--- src/hdl/sqd_pkg.sv ---
`timescale 1ns / 1ps
// ----------------------------------------------------------------------------
// sqd_pkg
// Shared types and constants for the shortest-queue dispatcher.
// ----------------------------------------------------------------------------
package sqd_pkg;

  localparam int SERVERS_DEF   = 20;
  localparam int QUEUE_MAX_DEF = 255;

  // fixed field widths
  localparam int MASK_BITS = 20;
  localparam int IDX_W     = 5;
  localparam int BUSY_W    = 6;   // holds up to 32 servers
  localparam int TOK_CNT_W = 16;  // holds up to the largest queue limit
  localparam int WSUM_W    = 21;  // 32 x 65535 fits
  localparam int BUSY_OUT_W = 5;
  localparam int WAIT_OUT_W = 13;
  localparam int BUSY_SAT  = 31;
  localparam int WAIT_SAT  = 8191;

  localparam int S_DATA_W = 24;
  localparam int M_DATA_W = 48;

  localparam logic KIND_ARRIVAL = 1'b0;
  localparam logic KIND_SERVICE = 1'b1;

  // running result handed from cell to cell
  typedef struct packed {
    logic [TOK_CNT_W-1:0] best_cnt;
    logic [IDX_W-1:0]     best_idx;
    logic [BUSY_W-1:0]    busy_sum;
    logic [WSUM_W-1:0]    wait_sum;
    logic [MASK_BITS-1:0] started;
  } sqd_tok_t;

  // per-cell control from the sequencer
  typedef struct packed {
    logic step;
    logic kind;
    logic dep;
    logic inc;
  } sqd_ctl_t;

endpackage

--- src/hdl/sqd_cell.sv ---
`timescale 1ns / 1ps
// ----------------------------------------------------------------------------
// sqd_cell
// One server: waiting count and busy flag, folds itself into the passing token.
// ----------------------------------------------------------------------------
module sqd_cell #(
  parameter int IDX       = 0,
  parameter int QUEUE_MAX = sqd_pkg::QUEUE_MAX_DEF,
  parameter int CNT_W     = 8
) (
  input  logic             clk,
  input  logic             rst,
  input  sqd_pkg::sqd_ctl_t ctl,
  input  sqd_pkg::sqd_tok_t tok_in,
  output sqd_pkg::sqd_tok_t tok_out
);
  import sqd_pkg::*;

  localparam logic [MASK_BITS-1:0] MY_BIT =
    (IDX < MASK_BITS) ? (MASK_BITS'(1) << IDX) : '0;

  logic [CNT_W-1:0] cnt, cnt_next;
  logic             busy, busy_next;
  sqd_tok_t         tok_next;

  always_comb begin
    cnt_next  = cnt;
    busy_next = busy;
    tok_next  = tok_in;
    if (ctl.inc) begin
      cnt_next = cnt + 1'b1;
    end
    if (ctl.step && ctl.kind == KIND_SERVICE) begin
      if (!busy && cnt != '0) begin
        busy_next        = 1'b1;
        cnt_next         = cnt - 1'b1;
        tok_next.started = tok_in.started | MY_BIT;
      end else if (busy && ctl.dep) begin
        busy_next = 1'b0;
      end
    end
    // strict compare keeps the lower index on ties
    if (ctl.kind == KIND_ARRIVAL && TOK_CNT_W'(cnt) < tok_in.best_cnt) begin
      tok_next.best_cnt = TOK_CNT_W'(cnt);
      tok_next.best_idx = IDX_W'(IDX);
    end
    tok_next.busy_sum = tok_in.busy_sum + BUSY_W'(busy_next);
    tok_next.wait_sum = tok_in.wait_sum + WSUM_W'(cnt_next);
  end

  always_ff @(posedge clk) begin
    if (rst) begin
      cnt  <= '0;
      busy <= 1'b0;
    end else begin
      cnt  <= cnt_next;
      busy <= busy_next;
    end
  end

  always_ff @(posedge clk) begin
    if (ctl.step) begin
      tok_out <= tok_next;
    end
  end

`ifndef SYNTHESIS
  a_cnt_max: assert property (@(posedge clk) disable iff (rst)
    TOK_CNT_W'(cnt) <= TOK_CNT_W'(QUEUE_MAX))
    else $error("waiting count above limit");
  a_no_inc_on_step: assert property (@(posedge clk) disable iff (rst)
    !(ctl.inc && ctl.step))
    else $error("increment during scan");
  a_start_takes_job: assert property (@(posedge clk) disable iff (rst)
    (ctl.step && ctl.kind == KIND_SERVICE && !busy && cnt != '0)
      |=> busy && cnt == $past(cnt) - 1'b1)
    else $error("start did not take a job");
`endif

endmodule

--- src/hdl/shortest_queue_dispatcher_unit.sv ---
`timescale 1ns / 1ps
// ----------------------------------------------------------------------------
// shortest_queue_dispatcher_unit
// Join-shortest-queue dispatcher over a row of server cells.
// ----------------------------------------------------------------------------
// Input channel s_*: one word per item; tuser bit 0 is the kind (arrival or
// service slot), tdata holds the departure mask. Output channel m_*: one word
// per item with the chosen server, drop flag, started mask, busy count and
// total waiting count.
// A token walks the row of SERVERS cells, one cell a cycle: on an arrival it
// collects the shortest queue and the sums, on a service slot each cell
// updates itself as the token passes. The finish state then commits the
// arrival and loads the output register. A new item is taken only in the
// idle state, once the previous item has left the finish state.
// Reset empties all queues, idles all servers and drops any pending result.
// While the receiver stalls the result is held; the next item is still
// accepted and scanned, and waits in its finish state until the output
// register is free.
// ----------------------------------------------------------------------------
module shortest_queue_dispatcher_unit #(
  parameter int SERVERS   = sqd_pkg::SERVERS_DEF,
  parameter int QUEUE_MAX = sqd_pkg::QUEUE_MAX_DEF
) (
  input  logic                          clk,
  input  logic                          rst,
  input  logic                          s_tvalid,
  output logic                          s_tready,
  input  logic [sqd_pkg::S_DATA_W-1:0]  s_tdata,  // [19:0] departure_mask, pad
  input  logic [0:0]                    s_tuser,  // [0] kind
  output logic                          m_tvalid,
  input  logic                          m_tready,
  output logic [sqd_pkg::M_DATA_W-1:0]  m_tdata   // [4:0] chosen_server,
                                                  // [5] arrival_dropped,
                                                  // [25:6] started_mask,
                                                  // [30:26] busy_count,
                                                  // [43:31] total_waiting, pad
);
  import sqd_pkg::*;

  localparam int CNT_W = $clog2(QUEUE_MAX + 1);
  localparam int POS_W = $clog2(SERVERS);
  localparam logic [POS_W-1:0] LAST = POS_W'(SERVERS - 1);

  typedef enum logic [1:0] {IDLE, SCAN, FIN} state_t;

  state_t               state;
  logic [POS_W-1:0]     pos;
  logic                 kind_r;
  logic [MASK_BITS-1:0] dmask;

  logic [IDX_W-1:0]      out_chosen;
  logic                  out_dropped;
  logic [MASK_BITS-1:0]  out_started;
  logic [BUSY_OUT_W-1:0] out_busy;
  logic [WAIT_OUT_W-1:0] out_total;

  sqd_tok_t link [SERVERS+1];
  sqd_tok_t fin;
  sqd_ctl_t ctl [SERVERS];

  logic              dropped;
  logic              out_free;
  logic              commit;
  logic [WSUM_W-1:0] total_sum;

  assign fin      = link[SERVERS];
  assign dropped  = (fin.best_cnt >= TOK_CNT_W'(QUEUE_MAX));
  assign out_free = !m_tvalid || m_tready;
  assign commit   = (state == FIN) && out_free;
  assign total_sum = fin.wait_sum +
    WSUM_W'((kind_r == KIND_ARRIVAL) && !dropped);

  assign s_tready = (state == IDLE);

  // token entering the first cell: a queue already at the limit never wins
  assign link[0] = '{best_cnt: TOK_CNT_W'(QUEUE_MAX), best_idx: '0,
                     busy_sum: '0, wait_sum: '0, started: '0};

  for (genvar k = 0; k < SERVERS; k++) begin : g_cell
    assign ctl[k].step = (state == SCAN) && (pos == POS_W'(k));
    assign ctl[k].kind = kind_r;
    if (k < MASK_BITS) begin : g_dep
      assign ctl[k].dep = dmask[k];
    end else begin : g_nodep
      assign ctl[k].dep = 1'b0;
    end
    assign ctl[k].inc = commit && (kind_r == KIND_ARRIVAL) && !dropped &&
                        (fin.best_idx == IDX_W'(k));

    sqd_cell #(
      .IDX       (k),
      .QUEUE_MAX (QUEUE_MAX),
      .CNT_W     (CNT_W)
    ) u_cell (
      .clk     (clk),
      .rst     (rst),
      .ctl     (ctl[k]),
      .tok_in  (link[k]),
      .tok_out (link[k+1])
    );
  end

  always_ff @(posedge clk) begin
    if (rst) begin
      state    <= IDLE;
      pos      <= '0;
      m_tvalid <= 1'b0;
    end else begin
      // a new word replaces the old one when the register is free
      if (commit) begin
        m_tvalid <= 1'b1;
      end else if (m_tready) begin
        m_tvalid <= 1'b0;
      end
      unique case (state)
        IDLE: begin
          if (s_tvalid) begin
            kind_r <= s_tuser[0];
            dmask  <= s_tdata[MASK_BITS-1:0];
            pos    <= '0;
            state  <= SCAN;
          end
        end
        SCAN: begin
          if (pos == LAST) begin
            state <= FIN;
          end else begin
            pos <= pos + 1'b1;
          end
        end
        FIN: begin
          if (out_free) begin
            if (kind_r == KIND_ARRIVAL) begin
              out_chosen  <= fin.best_idx;
              out_dropped <= dropped;
              out_started <= '0;
            end else begin
              out_chosen  <= '0;
              out_dropped <= 1'b0;
              out_started <= fin.started;
            end
            out_busy  <= (fin.busy_sum > BUSY_W'(BUSY_SAT)) ?
                         BUSY_OUT_W'(BUSY_SAT) : BUSY_OUT_W'(fin.busy_sum);
            out_total <= (total_sum > WSUM_W'(WAIT_SAT)) ?
                         WAIT_OUT_W'(WAIT_SAT) : WAIT_OUT_W'(total_sum);
            state <= IDLE;
          end
        end
        default: state <= IDLE;
      endcase
    end
  end

  assign m_tdata = {4'b0, out_total, out_busy, out_started, out_dropped, out_chosen};

`ifndef SYNTHESIS
  a_pos_range: assert property (@(posedge clk) disable iff (rst)
    pos <= LAST)
    else $error("scan position out of range");
  a_scan_ends: assert property (@(posedge clk) disable iff (rst)
    (state == SCAN && pos == LAST) |=> state == FIN)
    else $error("scan did not finish");
  a_result_kind: assert property (@(posedge clk) disable iff (rst)
    (m_tvalid && out_started != '0) |-> (out_chosen == '0 && !out_dropped))
    else $error("mixed arrival and service result");
  a_busy_bound: assert property (@(posedge clk) disable iff (rst)
    m_tvalid |-> BUSY_W'(out_busy) <= BUSY_W'(SERVERS))
    else $error("busy count above server count");
`endif

endmodule
--- config.mk ---
export PLATFORM = sky130hd
export DESIGN_NAME = shortest_queue_dispatcher_unit
export DESIGN_NICKNAME = d
export VERILOG_FILES = /design/src/hdl/sqd_pkg.sv /design/src/hdl/sqd_cell.sv /design/src/hdl/shortest_queue_dispatcher_unit.sv
export SDC_FILE = /design/constraint.sdc
export NUM_CORES = 2
export LEC_CHECK = 0
export BUFFER_PORTS_ARGS = -buffer_cell sky130_fd_sc_hd__buf_2
export CORE_ASPECT_RATIO = 1.25
export CORE_MARGIN = 4
export CORE_UTILIZATION = 30
export CTS_CLUSTER_DIAMETER = 40
export CTS_CLUSTER_SIZE = 24
export DETAILED_ROUTE_END_ITERATION = 8
export MAX_ROUTING_LAYER = met4
export SLEW_MARGIN = 25
export SYNTH_ARGS = -nofsm -noshare
export SYNTH_HDL_FRONTEND = slang
export SYNTH_SLANG_ARGS = --single-unit
--- constraint.sdc ---
create_clock -name clk -period 6.5 [get_ports clk]
set_clock_uncertainty 0.1 [all_clocks]
set_input_delay 0.65 -clock clk [delete_from_list [all_inputs] [get_ports clk]]
set_output_delay 0.65 -clock clk [all_outputs]
set_load 0.01 [all_outputs]
==> impl_metrics.ini <==
[run_status]
status = complete, no violations

[grt]
grt_pass1_vias = 35968
grt_pass1_wl_mm = 200
grt_max_degree = 75
track_usage_pct = 13.4
antenna_found_initial = 3
gr-total-overflow = 0

[power_and_ir_drop]
p_per_area_mw_per_mm2 = 265
p_switching_w = 0.00383
switching_share_pct = 21.6
clockPowerShare_pct = 55.0
worst_ir_drop_vdd_mv = 0.245
intPower_w = 0.0139
combPwrFrac_pct = 1.2
leakage_nw = 25.6
power_frac_seq_pct = 43.8

[sta]
rsz0062_at_grt = false
fin_setup_tns_ns = 0
slew_viol_final = 0
whs_ns = 0.170
setup_violations = 0
min_period_over_period_pct = 78.4
slew_headroom_pct = 29.9
finalHoldViolCount = 0
max_freq_mhz = 196
worstMarginPinSlew_ns = 1.05
fin_crit_ns = 5.09

[logic_synthesis]
yosysUniqueCellTypes = 98
ys_async_sr_fraction_pct = 0
yosysSeqAreaShare_pct = 56.3
yosys-top-cells-area = edfxtp_1 50%, ha_1 8.5%, dfxtp_1 6.6%
synth_edf_count = 938
synth.most_common_cell = edfxtp_1
ys_top_cells_by_count = 938 x edfxtp_1, 383 x ha_1, 321 x xnor2_1
synth_area_per_cell_um2 = 12.2
yosysTopAreaCellShare_pct = 49.7
yosysTopAreaCell = edfxtp_1
yosys_register_bits = 1126
yosysWarnings = 0
netlist_area_mm2 = 0.0567
ys.flop_type = edfxtp_1
synth_cells = 4666

[drt]
drc = 0
wl_per_cell_um = 17.1
route.met3.wl_mm = 6.11
vias_per_cell = 4.72
route.met2.wl_mm = 66.5
num_vias = 35681
route.top_layer_used = met4
drt_first_iter_violations = 1993
wl_mm = 129
postRouteAntennaNets = 0
wl_met1_mm = 51.6
firstDrtPassIters = 5

[clock_network]
cts.path.max_buffers = 3
cts_made_buffers = 179
clk_latency_ns = 0.79
cts.sinks = 1126
cts_resized = 0
cts_root_buffer = clkbuf_16
cts_tree = built
clk_pin_slew_ns = 0.06
cts_htree_levels = 4
cts_hold_buffers = 21
post_cts_buffers = 0

[worst_setup_path]
slowest_stage = nand4bb_1
crit_family = simple AND/OR/NAND/NOR gates
cp_data_arrival_time_ns = 5.57
cp_num_cells = 17
end_kind = flip-flop
path_cells = inv_1 > ha_1 > nand4bb_1 > nor3_1 > nand2b_1 > inv_1 > nor2_1 > xnor2_1 > ha_1 > inv_1 > fa_1 > nor2b_1 > o21ai_0 > a211o_1 > a21oi_1 > nand3_1 > xnor2_1
cpPeakStageDelay_ns = 0.77
crit_type = flip-flop to flip-flop
cp_common_cell = inv_1
path_buf_inv = 3
r2r_cells = 17
start_kind = flip-flop
crit_fanout = 6
crit_required_ns = 6.97

[hold_path]
min_path_cells = 4
hp-class = input pin to flip-flop

[floorplan]
fp-row-count = 178
fp.coreArea_mm2 = 0.188
pin_count = 79
die_x_um = 397
start_util_pct = 30.2
die_h_um = 494
die-area_mm2 = 0.196

[finish]
final_nets = 5306
drive_gt1_share_pct = 13.5
syn2layout_area_growth_pct = 18.0

[place]
place_congestion = 0.866
port_buffers = 70
dp_hpwl_mm = 95.9

[run]
maxCapViolations = 0
## sequential cells by signal, indices dropped and copies added (netlist names)
signal / cells
g_cell.u_cell.tok_out: 873
g_cell.u_cell.cnt: 160
dmask: 20
g_cell.u_cell.busy: 20
out_started: 20
out_total: 13
out_busy: 5
out_chosen: 5
pos: 5
state: 2
kind_r: 1
m_tvalid: 1
out_dropped: 1
## final cells by class
cell class	count	area (um^2)
Multi-Input combinational cell	3101	23200
Fill cell	18170	121000
Tap cell	2520	3150
Clock inverter	137	1600
Antenna cell	1	2.50
Sequential cell	1126	31900
Timing Repair Buffer	149	1110
Inverter	318	1190
Clock buffer	200	4720
## power groups by stage
| stage | clock [W] | sequential [W] | combinational, W |
|---|---|---|---|
| global placement | 0 | 0.00792 | 0.000199 |
| global route | 0.0103 | 0.00776 | 0.000234 |
| finish | 0.00974 | 0.00777 | 0.000213 |
| floorplan | 0 | 0.00790 | 0.000140 |
| detailed placement | 0 | 0.00791 | 0.000204 |
| CTS | 0.00999 | 0.00777 | 0.000215 |
## cell usage in the layout (no fill, tap or decap), types with 21 or more instances in the layout
| cell type | n |
|---|---|
| and2_1 | 31 |
| mux2i_1 | 51 |
| nand3_1 | 154 |
| edfxtp_1 | 938 |
| buf_4 | 52 |
| nor4_1 | 55 |
| inv_6 | 33 |
| clkinv_4 | 23 |
| ha_1 | 383 |
| a211oi_1 | 21 |
| a21oi_1 | 140 |
| buf_2 | 69 |
| a21o_1 | 54 |
| nor3_1 | 124 |
| o21a_1 | 23 |
| nand2_1 | 194 |
| o2111ai_1 | 21 |
| xor2_1 | 154 |
| a32oi_1 | 30 |
| nand4_1 | 52 |
| dfxtp_1 | 188 |
| clkbuf_16 | 183 |
| xnor2_1 | 321 |
| clkinv_2 | 24 |
| or2_2 | 63 |
| nor2b_1 | 190 |
| mux2_2 | 110 |
| or3_1 | 29 |
| a22o_1 | 21 |
| and3_1 | 101 |
| dlygate4sd3_1 | 21 |
| nand2b_1 | 44 |
| o21ai_0 | 110 |
| nor3b_1 | 25 |
| nor2_1 | 293 |
| inv_1 | 316 |
## stage by stage
step | total power (W) | cells | worst slack, ns | util, % | cell area (um^2)
2_1_floorplan | 0.00804 | 4669 | 1.63 | - | 56700
3_3_place_gp | 0.00812 | 7188 | 1.41 | 32.0 | 60200
3_5_place_dp | 0.00812 | 7191 | 1.37 | 32.1 | 60300
4_1_cts | 0.0180 | 7549 | 1.40 | 35.6 | 66800
5_1_grt | 0.0183 | 7552 | 1.05 | 35.6 | 66900
6_report | 0.0177 | 7552 | 1.41 | 35.6 | 66900
## path summary, 6_finish.rpt
check	startpoint	to	slack, ns
setup / recovery	pos[0]	g_cell[6].u_cell.tok_out[30]	1.41
hold / removal	m_tready	state[1]	0.17
setup reg to reg	pos[0]	g_cell[6].u_cell.tok_out[30]	1.41
hold reg to reg	g_cell[17].u_cell.tok_out[13]	g_cell[18].u_cell.tok_out[13]	0.31
## cell families after synthesis
logic type                 synth area share [%]
AOI/OAI and AO/OA                          7.38
and+or+nand+nor                            13.7
muxes                                      3.09
buffers and inverters                      3.02
xor gates and xnor gates                   7.34
other                                   0.00661
adders and majority gates                  9.12
DFF                                        56.3
## routing by layer
metal,GRT usage (%),vias to the layer above
met5,-,-
met4,5.44,0
met3,2.67,272
met2,23.8,712
met1,14.6,17183
li1,-,17514
## worst register-to-register path, stage by stage, from the launching register on
cell,delay [ns]
dfxtp_1,0.34
inv_1,0.14
ha_1,0.35
nand4bb_1,0.77
nor3_1,0.63
nand2b_1,0.23
inv_1,0.15
nor2_1,0.06
xnor2_1,0.21
ha_1,0.21
inv_1,0.06
fa_1,0.39
nor2b_1,0.14
o21ai_0,0.10
a211o_1,0.28
a21oi_1,0.29
nand3_1,0.14
xnor2_1,0.31
No activity file was read; power rests on OpenSTA's default activity.
